`src/mmpb_pkg.sv`:
```
// ----------------------------------------------------------------------------
// mmpb_pkg: shared types and constants for MIDI microtuning by pitch bend
// Field widths, codes and the control/status structs between the
// controller and the datapath.
// ----------------------------------------------------------------------------
package mmpb_pkg;

  localparam int NOTE_COUNT    = 128;
  localparam int CHANNEL_COUNT = 16;
  localparam int NOTE_W        = $clog2(NOTE_COUNT);
  localparam int CH_W          = $clog2(CHANNEL_COUNT);

  localparam int CENTS_W     = 24;
  localparam int RANGE_W     = 15;
  localparam int FRAC_SHIFT  = 13;
  localparam int NUM_W       = CENTS_W + FRAC_SHIFT;
  localparam int DEN_W       = 22;
  localparam int BEND_W      = 14;
  localparam int DIV_STEPS   = BEND_W;
  localparam int DIV_CNT_W   = $clog2(DIV_STEPS);

  localparam logic [RANGE_W-1:0] RANGE_RESET = 15'd512;
  localparam logic [RANGE_W-1:0] RANGE_MIN   = 15'd256;
  localparam logic [RANGE_W-1:0] RANGE_MAX   = 15'd24576;
  localparam logic [DEN_W-1:0]   RANGE_SCALE = 22'd100;

  localparam logic [BEND_W-1:0] BEND_CENTER = 14'd8192;
  localparam logic [BEND_W-1:0] BEND_MAX    = 14'd16383;

  localparam logic [1:0] CMD_MSG   = 2'd0;
  localparam logic [1:0] CMD_TUNE  = 2'd1;
  localparam logic [1:0] CMD_CLEAR = 2'd2;

  localparam logic [3:0] ST_NOTE_OFF = 4'h8;
  localparam logic [3:0] ST_NOTE_ON  = 4'h9;
  localparam logic [3:0] ST_BEND     = 4'hE;
  localparam logic [1:0] LEN_FULL    = 2'd3;

  typedef enum logic [2:0] {
    KIND_NONE,
    KIND_TUNE,
    KIND_CLEAR,
    KIND_NOTE_ON,
    KIND_NOTE_OFF,
    KIND_PASS
  } item_kind_t;

  typedef enum logic [1:0] {
    RES_PASS,
    RES_BEND,
    RES_NOTE_ON,
    RES_NOTE_OFF
  } res_sel_t;

  typedef struct packed {
    logic     take;
    logic     tune_wr;
    logic     marks_clr;
    logic     mark_wr;
    logic     mark_set;
    logic     div_load;
    logic     div_chk;
    logic     div_step;
    logic     emit;
    res_sel_t sel;
    logic     last;
  } dp_cmd_t;

  typedef struct packed {
    item_kind_t kind;
    logic       active;
    logic       out_free;
  } dp_sts_t;

endpackage

```
`src/mmpb_ctrl.sv`:
```
// ----------------------------------------------------------------------------
// mmpb_ctrl: controller
// Sequences one item at a time: store reads, divider steps and emission
// of up to two results.
// ----------------------------------------------------------------------------
module mmpb_ctrl (
  input  logic              clk,
  input  logic              rst_n,
  input  logic              in_valid,
  output logic              in_ready,
  input  mmpb_pkg::dp_sts_t sts,
  output mmpb_pkg::dp_cmd_t cmd
);

  typedef enum logic [2:0] {
    S_IDLE,
    S_ON_RD,
    S_ON_CHK,
    S_ON_DIV,
    S_ON_BEND,
    S_ON_NOTE,
    S_OFF_RD,
    S_EMIT
  } state_t;

  state_t                         state_r;
  mmpb_pkg::res_sel_t             sel_r;
  logic [mmpb_pkg::DIV_CNT_W-1:0] cnt_r;

  assign in_ready = (state_r == S_IDLE);

  always_comb begin
    cmd           = '0;
    cmd.sel       = mmpb_pkg::RES_PASS;
    cmd.take      = (state_r == S_IDLE) && in_valid;
    cmd.tune_wr   = cmd.take && sts.kind == mmpb_pkg::KIND_TUNE;
    cmd.marks_clr = cmd.take && sts.kind == mmpb_pkg::KIND_CLEAR;
    cmd.mark_wr   = (state_r == S_ON_RD) || (state_r == S_OFF_RD && sts.active);
    cmd.mark_set  = (state_r == S_ON_RD);
    cmd.div_load  = (state_r == S_ON_RD);
    cmd.div_chk   = (state_r == S_ON_CHK);
    cmd.div_step  = (state_r == S_ON_DIV);
    cmd.last      = 1'b1;
    case (state_r)
      S_EMIT: begin
        cmd.emit = 1'b1;
        cmd.sel  = sel_r;
      end
      S_ON_BEND: begin
        cmd.emit = 1'b1;
        cmd.sel  = mmpb_pkg::RES_BEND;
        cmd.last = 1'b0;
      end
      S_ON_NOTE: begin
        cmd.emit = 1'b1;
        cmd.sel  = mmpb_pkg::RES_NOTE_ON;
      end
      default: cmd.emit = 1'b0;
    endcase
  end

  always_ff @(posedge clk) begin
    if (!rst_n) begin
      state_r <= S_IDLE;
      sel_r   <= mmpb_pkg::RES_PASS;
      cnt_r   <= '0;
    end else begin
      case (state_r)
        S_IDLE: begin
          if (in_valid) begin
            case (sts.kind)
              mmpb_pkg::KIND_NOTE_ON:  state_r <= S_ON_RD;
              mmpb_pkg::KIND_NOTE_OFF: state_r <= S_OFF_RD;
              mmpb_pkg::KIND_PASS: begin
                sel_r   <= mmpb_pkg::RES_PASS;
                state_r <= S_EMIT;
              end
              default: state_r <= S_IDLE;
            endcase
          end
        end
        S_ON_RD:  state_r <= S_ON_CHK;
        S_ON_CHK: begin
          cnt_r   <= '0;
          state_r <= S_ON_DIV;
        end
        S_ON_DIV: begin
          cnt_r <= cnt_r + mmpb_pkg::DIV_CNT_W'(1);
          if (cnt_r == mmpb_pkg::DIV_CNT_W'(mmpb_pkg::DIV_STEPS - 1)) begin
            state_r <= S_ON_BEND;
          end
        end
        S_ON_BEND: begin
          if (sts.out_free) begin
            state_r <= S_ON_NOTE;
          end
        end
        S_ON_NOTE: begin
          if (sts.out_free) begin
            state_r <= S_IDLE;
          end
        end
        S_OFF_RD: begin
          sel_r   <= sts.active ? mmpb_pkg::RES_NOTE_OFF : mmpb_pkg::RES_PASS;
          state_r <= S_EMIT;
        end
        S_EMIT: begin
          if (sts.out_free) begin
            state_r <= S_IDLE;
          end
        end
        default: state_r <= S_IDLE;
      endcase
    end
  end

  a_div_count: assert property (@(posedge clk) disable iff (!rst_n)
    (state_r == S_ON_DIV) |-> (cnt_r < mmpb_pkg::DIV_CNT_W'(mmpb_pkg::DIV_STEPS)))
    else $error("divider step count overran");

  a_bend_then_note: assert property (@(posedge clk) disable iff (!rst_n)
    (state_r == S_ON_BEND && sts.out_free) |=> (state_r == S_ON_NOTE))
    else $error("pitch wheel message not followed by its note-on");

endmodule

```
`config.mk`:
```
export PLATFORM = sky130hd
export DESIGN_NAME = mmpb_ctrl
export DESIGN_NICKNAME = d
export VERILOG_FILES = /design/src/mmpb_pkg.sv /design/src/mmpb_ctrl.sv
export SDC_FILE = /design/constraint.sdc
export NUM_CORES = 1
export LEC_CHECK = 0
export ABC_AREA = 1
export BUFFER_PORTS_ARGS = -buffer_cell sky130_fd_sc_hd__buf_2
export CAP_MARGIN = 20
export CORE_AREA = 2 2 39 41
export DETAILED_ROUTE_END_ITERATION = 7
export DIE_AREA = 0 0 41 43
export GPL_TIMING_DRIVEN = 0
export PLACE_DENSITY = 0.77
export SETUP_SLACK_MARGIN = 0.5
export SYNTH_ARGS = -nofsm -noshare
export SYNTH_HDL_FRONTEND = slang
export SYNTH_SLANG_ARGS = --single-unit
```
`constraint.sdc`:
```
create_clock -name clk -period 2.3 [get_ports clk]
set_clock_uncertainty 0.15 [all_clocks]
set_input_delay 0.115 -clock clk [delete_from_list [all_inputs] [get_ports clk]]
set_output_delay 0.115 -clock clk [all_outputs]
set_load 0.02 [all_outputs]
```
==> results of run 1 <==
sequential cells by signal, summed over array words and instances, names as in the netlist:
signal / flops
cnt_r: 4
sel_r: 1
state_r: 3
final cells by class:
| type | count | area, um^2 |
|---|---|---|
| sequential | 8 | 161 |
| timing repair buffer | 24 | 135 |
| tap | 16 | 20.0 |
| multi-input combinational | 70 | 359 |
| fill | 137 | 616 |
| inverter | 16 | 62.6 |
| clock buffer | 3 | 22.5 |
| buffer | 1 | 7.51 |
worst max-delay path, cell delays in order, from the launching register on:
cell and delay (ns):
sky130_fd_sc_hd__dfxtp_1 0.38, sky130_fd_sc_hd__inv_1 0.10, sky130_fd_sc_hd__nand2_1 0.09, sky130_fd_sc_hd__nor2_2 0.12, sky130_fd_sc_hd__nand2_1 0.10, sky130_fd_sc_hd__nor3_1 0.13, sky130_fd_sc_hd__buf_2 0.19
cell usage in the layout, fill, tap and decap left out, drive strengths merged, types with 2 or more instances in the layout:
master | netlist | final
a21oi | 2 | 2
clkbuf | 0 | 3
nand3 | 9 | 9
nor3 | 2 | 2
nor2 | 18 | 18
buf | 1 | 24
ha | 2 | 2
nand2 | 26 | 26
o21ai | 4 | 4
inv | 16 | 16
dfxtp | 8 | 8
logic make-up after synthesis:
| kind of cell | Yosys count |
|---|---|
| compound gates | 9 |
| buf+inv | 17 |
| flops | 8 |
| xor+xnor | 1 |
| fa+ha+maj | 2 |
| simple gates | 58 |
repair_timing:
action                     in CTS  in global routing
setup buffers                   0                  3
resized for setup               0                  2
hold buffers                    1                  0
setup endpoints to repair       0                  2
hold endpoints to repair        3                  0
worst min path at each step:
stage,slack [ns],from,cells after the start,endpoint
after floorplan,0.09,rst_n,2,state_r[1]
after global placement,0.26,rst_n,3,sel_r[0]
after detailed placement,0.26,rst_n,3,sel_r[0]
after CTS,0.08,sts[0],5,state_r[0]
after global routing,0.11,sts[0],5,state_r[0]
final,0.09,sts[0],5,state_r[0]
routing by layer:
layer | share of wire, % | GRT usage, %
met1 | 44 | 19.2
met3 | 5.2 | 4.71
met5 | 0 | 0
met4 | 1.4 | 6.00
met2 | 49 | 26.3
power breakdown:
part / total (W) / switching, W / internal, W
logic: 0.000608 / 0.000391 / 0.000217
registers: 0.000226 / 0.0000536 / 0.000172
clock network: 0.000107 / 0.0000471 / 0.0000597
per-stage QoR:
| stage | instance area, um^2 | setup slack (ns) | hold WS [ns] | utilization [%] |
|---|---|---|---|---|
| final | 768 | 0.671 | 0.0868 | 55.5 |
| after global routing | 768 | 0.512 | 0.111 | 55.5 |
| after CTS | 742 | 0.634 | 0.0779 | 53.6 |
| after detailed placement | 709 | 0.909 | 0.256 | 51.3 |
| after global placement | 709 | 0.920 | 0.256 | 51.3 |
| after floorplan | 589 | 0.653 | 0.0854 | - |
==> results.toml, run 1 <==
[run_status]
outcome = "finished clean"

[setup_path]
cp.required_ns = 2.04
cp_max_fo = 7
worst-r2r-setup-slack_ns = 0.91
startpoint_type = "flop"
worst_setup_path_startpoint = "state_r[1]"
crit_type = "reg2out"
crit-reg2reg-capture = "state_r[2]"
critPathArrivalTime_ns = 1.36
r2r_start = "state_r[2]"
crit_end = "cmd[10]"
rr_worst_depth = 8
setup.worst_path.end_class = "output pin"

[synth]
yosys.cell_types.count = 23
synth-edff-count = 0
xor_and_xnor_fraction_of_the_mapped_netlist_area_pct = 1.49
ffs_w_async_s_r_synth_pct = 0
postSynthRegisterBits = 8
seq_area_frac_synth_pct = 27.2
synthTopCellsByCount = "sky130_fd_sc_hd__nand2_1 (23), sky130_fd_sc_hd__nor2_1 (16), sky130_fd_sc_hd__inv_1 (13), sky130_fd_sc_hd__dfxtp_1 (8), sky130_fd_sc_hd__nand3_1 (8)"
synth_mux_area_share_pct = 0
yosysTopAreaCellShare_pct = 27.2
synth_adder_area_share_pct = 4.25
syn-cell-area_um2 = 589
synth_top_flop_cell = "sky130_fd_sc_hd__dfxtp_1"
syn-num-nets = 105
synth_warnings = 0
post_synth_inst_count = 95
post_synth.cell_area_avg_um2 = 6.20
ys_top_cells_by_area = "sky130_fd_sc_hd__dfxtp_1 (27%), sky130_fd_sc_hd__nand2_1 (15%), sky130_fd_sc_hd__nor2_1 (10%)"
synth_top_cell_by_area = "sky130_fd_sc_hd__dfxtp_1"
yosysMostFrequentCell = "sky130_fd_sc_hd__nand2_1"
synth_compound_gate_area_share_pct = 9.77
main_combinational_cell_family_by_area_after_synthesis = "simple AND/OR/NAND/NOR gates"
post_synth_and_or_nand_nor_area_fraction_pct = 45.4

[timing]
slew_viol_final = 0
final.period_utilization_pct = 70.8
rsz0062_at_grt = "false"
timing_worst_slew_pin_value_ns = 0.256
timing.setup.tns_ns = 0
setup_violations = 0
slew_headroom_pct = 82.9
period_needed_ns = 1.63
max_freq_mhz = 614
final_hold_viol_count = 0

[cts]
cts_max_level = 1
root_buffer = "sky130_fd_sc_hd__clkbuf_4"
tritoncts = "done"
cts_buffer_depth = 2
cts.reportedPaths.clkPinSlew_ns = 0.05
clock_insertion_delay_at_the_later_pin_of_the_skew_report_ns = 0.25
numCtsBuffers = 3
tritoncts_num_sinks = 8

[floorplan]
rows = 14
starting_density_pct = 42.6
die_width_um = 41
die_height_um = 43
core_region_area_um2 = 1380
dieArea_um2 = 1760
io_pins = 21

[layout]
stdcell_count = 138
post_route_cells_drive_above_1_share_pct = 32.8
insertedDiodeCount = 0
syn_to_final_growth_pct = 30.4
num-nets-final = 134

[power]
overall_power_of_the_completed_layout_w = 0.000941
ir_worst_vdd_uv = 534
pwr_density_cell_nw_per_um2 = 1220
total_leakage_power_nw = 0.424

[route]
drt_pre_antenna_iters = 4
post-route-drc-count = 0
routed_wire_length_per_instance_um = 9.60
drt_first_iter_violations = 22
postRouteWirelength_mm = 1.33
via_count = 697
via_per_inst = 5.05
ant_nets = 0

[grt]
grt_overflow_total = 0
aggregate_global_route_resource_usage_pct = 16.2
first_global_vias = 515
global_route_wire_length_before_repair_mm = 1.99
maximum_number_of_pins_on_one_net_before_global_route_repair = 11
antenna_violations_before_repair = 0

[job]
cap_violations = 0

[place]
place_hpwl_mm = 1.02
finalWeightedCongestion = 0.806
io_buffers = 20
placed_instances = 131

[worst_hold_path]
hold_path_class = "in2reg"
Power figures use the tool's default switching activity.
==> run 2, diff against run 1 <==
--- a/config.mk
+++ b/config.mk
@@ -5,14 +5,14 @@
 export SDC_FILE = /design/constraint.sdc
 export NUM_CORES = 1
 export LEC_CHECK = 0
-export ABC_AREA = 1
+export ABC_AREA = 0
 export BUFFER_PORTS_ARGS = -buffer_cell sky130_fd_sc_hd__buf_2
 export CAP_MARGIN = 20
-export CORE_AREA = 2 2 39 41
+export CORE_MARGIN = 2
+export CORE_UTILIZATION = 48
 export DETAILED_ROUTE_END_ITERATION = 7
-export DIE_AREA = 0 0 41 43
 export GPL_TIMING_DRIVEN = 0
-export PLACE_DENSITY = 0.77
+export PLACE_DENSITY = 0.81
 export SETUP_SLACK_MARGIN = 0.5
 export SYNTH_ARGS = -nofsm -noshare
 export SYNTH_HDL_FRONTEND = slang
==> constraint.sdc (replaced) <==
create_clock -name clk -period 1.5 [get_ports clk]
set_clock_uncertainty 0.15 [all_clocks]
set_input_delay 0.075 -clock clk [delete_from_list [all_inputs] [get_ports clk]]
set_output_delay 0.075 -clock clk [all_outputs]
set_load 0.02 [all_outputs]
==> run 2 against run 1 <==
  * The run now ends with negative setup slack left
  * Setup slack got worse by 0.85 ns
  * Combinational power grew to 3.4 times the previous value
  * Power rose to 2.7 times the previous value
  * Largest power group unchanged
==> results.toml, run 2 <==
[run_status]
outcome = "finished with violations"
failing_checks = "negative setup slack"

[floorplan]
core_region_area_um2 = 1280
dieArea_um2 = 1650
die_height_um = 40.7
die_width_um = 40.7
io_pins = 21
starting_density_pct = 50.2
rows = 13

[setup_path]
setup.worst_path.end_class = "output pin"
critPathArrivalTime_ns = 1.45
r2r_start = "state_r[0]"
worst-r2r-setup-slack_ns = -0.04
rr_worst_depth = 7
max_stage_delay_ns = 0.35
stages_on_the_worst_setup_path = 5
worst_setup_path_startpoint = "state_r[1]"
cp_cell_sequence = "buf_8 -> nor3_4 -> nand2_4 -> nor4b_4 -> buf_4"
crit_end = "cmd[9]"
crit-reg2reg-capture = "state_r[1]"
path_delay_family = "simple AND/OR/NAND/NOR gates"
buffers_inverters_on_critical_path = 2
startpoint_type = "flop"
crit_type = "reg2out"
critPathSlowestCell = "sky130_fd_sc_hd__dfxtp_4"
cp_max_fo = 5
cp.required_ns = 1.27

[cts]
tritoncts_num_sinks = 8
clock_insertion_delay_at_the_later_pin_of_the_skew_report_ns = 0.26
tritoncts = "done"
root_buffer = "sky130_fd_sc_hd__clkbuf_4"
cts_hold_repair.buffers = 0
numCtsBuffers = 3
cts.reportedPaths.clkPinSlew_ns = 0.05
cts_buffer_depth = 2
cts_max_level = 1

[layout]
registers.top_by_ff_count = "cnt_r"
post_route_cells_drive_above_1_share_pct = 64.9
syn_to_final_growth_pct = 82.8
final_util_pct = 91.8
multi_input_comb_area_um2 = 573
largest_register_ffs = 4
area.sequential_um2 = 171
final_design_area_no_fill_um2 = 1180
insertedDiodeCount = 0
leading_cell_types_in_the_layout_fill_and_taps_excluded = "sky130_fd_sc_hd__buf_6 (16), sky130_fd_sc_hd__buf_4 (12), sky130_fd_sc_hd__buf_2 (8), sky130_fd_sc_hd__nor2b_1 (5)"
n_fill_cell = 56
num-nets-final = 126
layout_commonest_cell = "sky130_fd_sc_hd__buf_6"
largest_registers = "cnt_r (4), state_r (3), sel_r (1)"

[grt]
antenna_violations_before_repair = 0
global_route_wire_length_before_repair_mm = 2.86
aggregate_global_route_resource_usage_pct = 28.1
first_global_vias = 647
maximum_number_of_pins_on_one_net_before_global_route_repair = 11
grt_overflow_total = 0

[power]
ir_worst_vdd_uv = 1190
pwr_density_cell_nw_per_um2 = 2170
clock_power_share_pct = 6.4
combinationalPowerShare_pct = 79.9
p_int_w = 0.00143
power.net_switching_w = 0.00113
share_seq_of_total_power_pct = 13.7
power.share.switching_pct = 44.2
total_leakage_power_nw = 0.539

[synth]
synth_warnings = 0
yosysMostFrequentCell = "sky130_fd_sc_hd__dfxtp_1"
syn-cell-area_um2 = 646
synthTopCellsByCount = "sky130_fd_sc_hd__dfxtp_1 (8), sky130_fd_sc_hd__nor2b_1 (5)"
yosysTopAreaCellShare_pct = 24.8
seq_area_frac_synth_pct = 24.8
post_synth_inst_count = 76
synth-edff-count = 0
synth_top_cell_by_area = "sky130_fd_sc_hd__dfxtp_1"
post_synth.cell_area_avg_um2 = 8.49
synth_top_flop_cell = "sky130_fd_sc_hd__dfxtp_1"
yosys.cell_types.count = 39
ys_top_cells_by_area = "sky130_fd_sc_hd__dfxtp_1 (25%), sky130_fd_sc_hd__nor2b_1 (4.8%), sky130_fd_sc_hd__ha_1 (3.9%)"
postSynthRegisterBits = 8
ffs_w_async_s_r_synth_pct = 0
syn-num-nets = 86

[place]
place_hpwl_mm = 1.13
postPlaceCellArea_um2 = 828
finalWeightedCongestion = 0.831
io_buffers = 19

[timing]
slew_viol_final = 0
setup_violations = 13
rsz0062_at_grt = "true"
final_hold_viol_count = 0
period_needed_ns = 1.68
slew_headroom_pct = 73.8
timing_worst_slew_pin_value_ns = 0.392
max_freq_mhz = 596
final.period_utilization_pct = 112
worst_setup_slack_final_ns = -0.178

[route]
post-route-drc-count = 0
drt_first_iter_violations = 16
ant_nets = 0
postRouteWirelength_mm = 2.49
via_per_inst = 6.01
via_count = 775
routed_wire_length_per_instance_um = 19.3
drt_pre_antenna_iters = 4

[job]
cap_violations = 0

[worst_hold_path]
hold_path_class = "in2reg"
==> run 2: changes by cell type after synthesis, sizes merged, moves of 4 or more <==
cell / before / now
nand2: 26 / 4
nor2: 18 / 3
inv: 16 / 4
nand3: 9 / 2
nand2b: 0 / 5
nor2b: 0 / 5
buf: 1 / 5
==> run 2: kinds of logic after synthesis <==
family	Yosys count	share of synthesized area, %
DFF	8	24.8
adders and majority gates	2	3.88
buffers and inverters	10	8.91
muxes	2	3.10
and+or+nand+nor	36	40.3
AOI/OAI and AO/OA	18	19.0
==> run 2: final cells by class <==
type	instances	area share, %
inverter	4	1.70
sequential	8	14.5
multi-input combinational	58	48.6
buffer	6	5.09
tap	15	1.59
timing repair buffer	35	26.6
clock buffer	3	1.91
==> run 2: power by group through the flow <==
stage          combinational [W]  clock, W  sequential, W
6_report                 0.00204  0.000165       0.000349
2_1_floorplan           0.000919         0       0.000322
5_1_grt                  0.00213  0.000173       0.000351
3_3_place_gp             0.00115         0       0.000333
4_1_cts                  0.00153  0.000167       0.000325
3_5_place_dp             0.00117         0       0.000336
==> run 2: stage by stage <==
step	instances	power [W]	setup slack (ns)	setup TNS, ns	hold slack [ns]
2_1_floorplan	76	0.00124	-0.0384	-0.0384	0.0370
3_3_place_gp	110	0.00148	0.0363	0	0.307
3_5_place_dp	110	0.00150	0.0130	0	0.317
4_1_cts	123	0.00203	-0.201	-0.942	0.0666
5_1_grt	129	0.00266	-0.253	-1.54	0.105
6_report	129	0.00256	-0.178	-1.03	0.0798
==> run 2: how the worst min path moves through the flow <==
| stage | startpoint | to | slack (ns) | cells past startpoint |
|---|---|---|---|---|
| floorplan | sts[3] | cmd[10] | 0.04 | 1 |
| global placement | sts[1] | sel_r[0] | 0.31 | 3 |
| detailed placement | sts[1] | sel_r[0] | 0.32 | 3 |
| CTS | rst_n | state_r[1] | 0.07 | 3 |
| global route | rst_n | state_r[0] | 0.10 | 2 |
| finish | rst_n | state_r[0] | 0.08 | 2 |
==> run 2: per-layer routing <==
| metal | track usage (%) | vias up | part of all wire [%] |
|---|---|---|---|
| met4 | 19.2 | 0 | 2.3 |
| met2 | 50.0 | 28 | 56 |
| li1 | - | 352 | - |
| met5 | 0 | - | 0 |
| met1 | 28.6 | 387 | 38 |
| met3 | 7.07 | 8 | 3.2 |
==> run 2: timing repair <==
item / in CTS / in global routing
endpoints found under the setup margin: 21 / 21
gates resized for setup: 24 / 36
gates cloned: 0 / 0
setup buffers: 10 / 6
pin swaps: 0 / 11
==> run 3, diff against run 2 <==
--- a/config.mk
+++ b/config.mk
@@ -5,14 +5,15 @@
 export SDC_FILE = /design/constraint.sdc
 export NUM_CORES = 1
 export LEC_CHECK = 0
-export ABC_AREA = 0
 export BUFFER_PORTS_ARGS = -buffer_cell sky130_fd_sc_hd__buf_2
 export CAP_MARGIN = 20
+export CELL_PAD_IN_SITES_DETAIL_PLACEMENT = 0
+export CELL_PAD_IN_SITES_GLOBAL_PLACEMENT = 1
 export CORE_MARGIN = 2
-export CORE_UTILIZATION = 48
+export CORE_UTILIZATION = 35
 export DETAILED_ROUTE_END_ITERATION = 7
 export GPL_TIMING_DRIVEN = 0
-export PLACE_DENSITY = 0.81
+export PLACE_DENSITY_LB_ADDON = 0.1
 export SETUP_SLACK_MARGIN = 0.5
 export SYNTH_ARGS = -nofsm -noshare
 export SYNTH_HDL_FRONTEND = slang
==> run 3 against run 2 <==
  * The run still ends with negative setup slack left
  * Register-to-register slack got worse by 0.02 ns
  * Via count fell by 7.0%
  * Sequential cell count did not move
  * First-iteration DRC count rose by 6.3%
  * Hold slack improved by 0.031 ns
  * Clock-buffer cell count did not move
==> results.toml, run 3 (same netlist as run 2, synthesis figures left out) <==
[place]
io_buffers = 19
finalWeightedCongestion = 0.769
place_hpwl_mm = 1.13

[power]
ir_worst_vdd_uv = 1130
total_leakage_power_nw = 0.570
pwr_density_cell_nw_per_um2 = 2120

[layout]
n_fill_cell = 130
insertedDiodeCount = 0
registers.top_by_ff_count = "cnt_r"
syn_to_final_growth_pct = 99.4
num-nets-final = 131
leading_cell_types_in_the_layout_fill_and_taps_excluded = "sky130_fd_sc_hd__buf_6 (21), sky130_fd_sc_hd__buf_4 (13), sky130_fd_sc_hd__buf_2 (6), sky130_fd_sc_hd__nor2b_1 (5), sky130_fd_sc_hd__dfxtp_1 (4)"
post_route_cells_drive_above_1_share_pct = 66.4
layout_commonest_cell = "sky130_fd_sc_hd__buf_6"
largest_registers = "cnt_r (4), state_r (3), sel_r (1)"
largest_register_ffs = 4

[setup_path]
cp.required_ns = 1.27
rr_worst_depth = 7
worst-r2r-setup-slack_ns = -0.06
cp_max_fo = 5
startpoint_type = "flop"
setup.worst_path.end_class = "output pin"
crit_type = "reg2out"
critPathArrivalTime_ns = 1.41

[run_status]
failing_checks = "negative setup slack"
outcome = "finished with violations"

[job]
cap_violations = 0

[floorplan]
die_height_um = 47.0
die_width_um = 47.0
io_pins = 21
starting_density_pct = 37.4
core_region_area_um2 = 1730
rows = 15
dieArea_um2 = 2200

[grt]
first_global_vias = 639
grt_overflow_total = 0
antenna_violations_before_repair = 0
aggregate_global_route_resource_usage_pct = 18.5
maximum_number_of_pins_on_one_net_before_global_route_repair = 11
global_route_wire_length_before_repair_mm = 2.82

[cts]
cts.reportedPaths.clkPinSlew_ns = 0.06
tritoncts_num_sinks = 8
cts_buffer_depth = 2
clock_insertion_delay_at_the_later_pin_of_the_skew_report_ns = 0.25
cts_max_level = 1
tritoncts = "done"
numCtsBuffers = 3
root_buffer = "sky130_fd_sc_hd__clkbuf_4"

[route]
drt_first_iter_violations = 17
ant_nets = 0
postRouteWirelength_mm = 2.04
via_count = 721
routed_wire_length_per_instance_um = 14.1
via_per_inst = 5.01
post-route-drc-count = 0
drt_pre_antenna_iters = 4

[timing]
slew_viol_final = 0
final.period_utilization_pct = 109
timing_worst_slew_pin_value_ns = 0.463
rsz0062_at_grt = "true"
period_needed_ns = 1.64
slew_headroom_pct = 69.1
fin_hold_ws_ns = 0.111
final_hold_viol_count = 0
timing.setup.tns_ns = -0.885
worst_setup_slack_final_ns = -0.139
setup_violations = 11
max_freq_mhz = 610

[worst_hold_path]
hold_depth = 2
hold_path_class = "in2reg"
## run 3: path summary, 6_finish.rpt
check	from	end
max	state_r[0]	cmd[1]
max reg2reg	state_r[0]	state_r[2]
min reg2reg	cnt_r[3]	cnt_r[3]
min	rst_n	state_r[0]
## run 3: report_power, final
part,switching (W),internal (W)
Combinational,0.000967,0.00124
Sequential,0.0000763,0.000278
Clock,0.0000775,0.0000919
Total,0.00112,0.00161
## run 3: per-stage QoR
stage / instance area, um^2 / total power (W) / setup WS [ns] / util [%] / std cells
global placement: 841 / 0.00149 / 0.0569 / 48.7 / 120
global route: 1290 / 0.00287 / -0.200 / 74.6 / 144
detailed placement: 841 / 0.00150 / 0.0387 / 48.7 / 120
finish: 1290 / 0.00273 / -0.139 / 74.6 / 144
CTS: 1110 / 0.00228 / -0.146 / 64.6 / 136
floorplan: 714 / 0.00124 / -0.0384 / - / 76
## run 3: what timing repair did
item / in CTS / in global routing
resized for setup: 44 / 24
hold buffers: 0 / 0
setup endpoints to repair: 21 / 21
pin swaps: 7 / 8
buffers inserted: 13 / 8
## run 3: layout make-up
type	instances	area, um^2	area share, %
multi-input combinational	58	588	45.7
buffer	6	81.3	6.32
inverter	4	17.5	1.36
timing repair buffer	40	377	29.3
sequential	8	170	13.2
clock buffer	3	22.5	1.75
tap	25	31.3	2.43
## run 3: critical path, stage by stage, from the launching register on
cell and delay (ns):
sky130_fd_sc_hd__dfxtp_2 0.32, sky130_fd_sc_hd__buf_8 0.12, sky130_fd_sc_hd__buf_4 0.13, sky130_fd_sc_hd__clkbuf_16 0.14
sky130_fd_sc_hd__and3_4 0.14, sky130_fd_sc_hd__o21a_2 0.19, sky130_fd_sc_hd__buf_6 0.12
## run 3: per-layer routing
layer / vias to the layer above / track usage [%] / routed length (um)
met4: 0 / 10.0 / 55
met5: - / 0 / 0
met2: 17 / 30.1 / 1010
met1: 338 / 23.7 / 927
li1: 360 / - / -
met3: 6 / 2.31 / 46
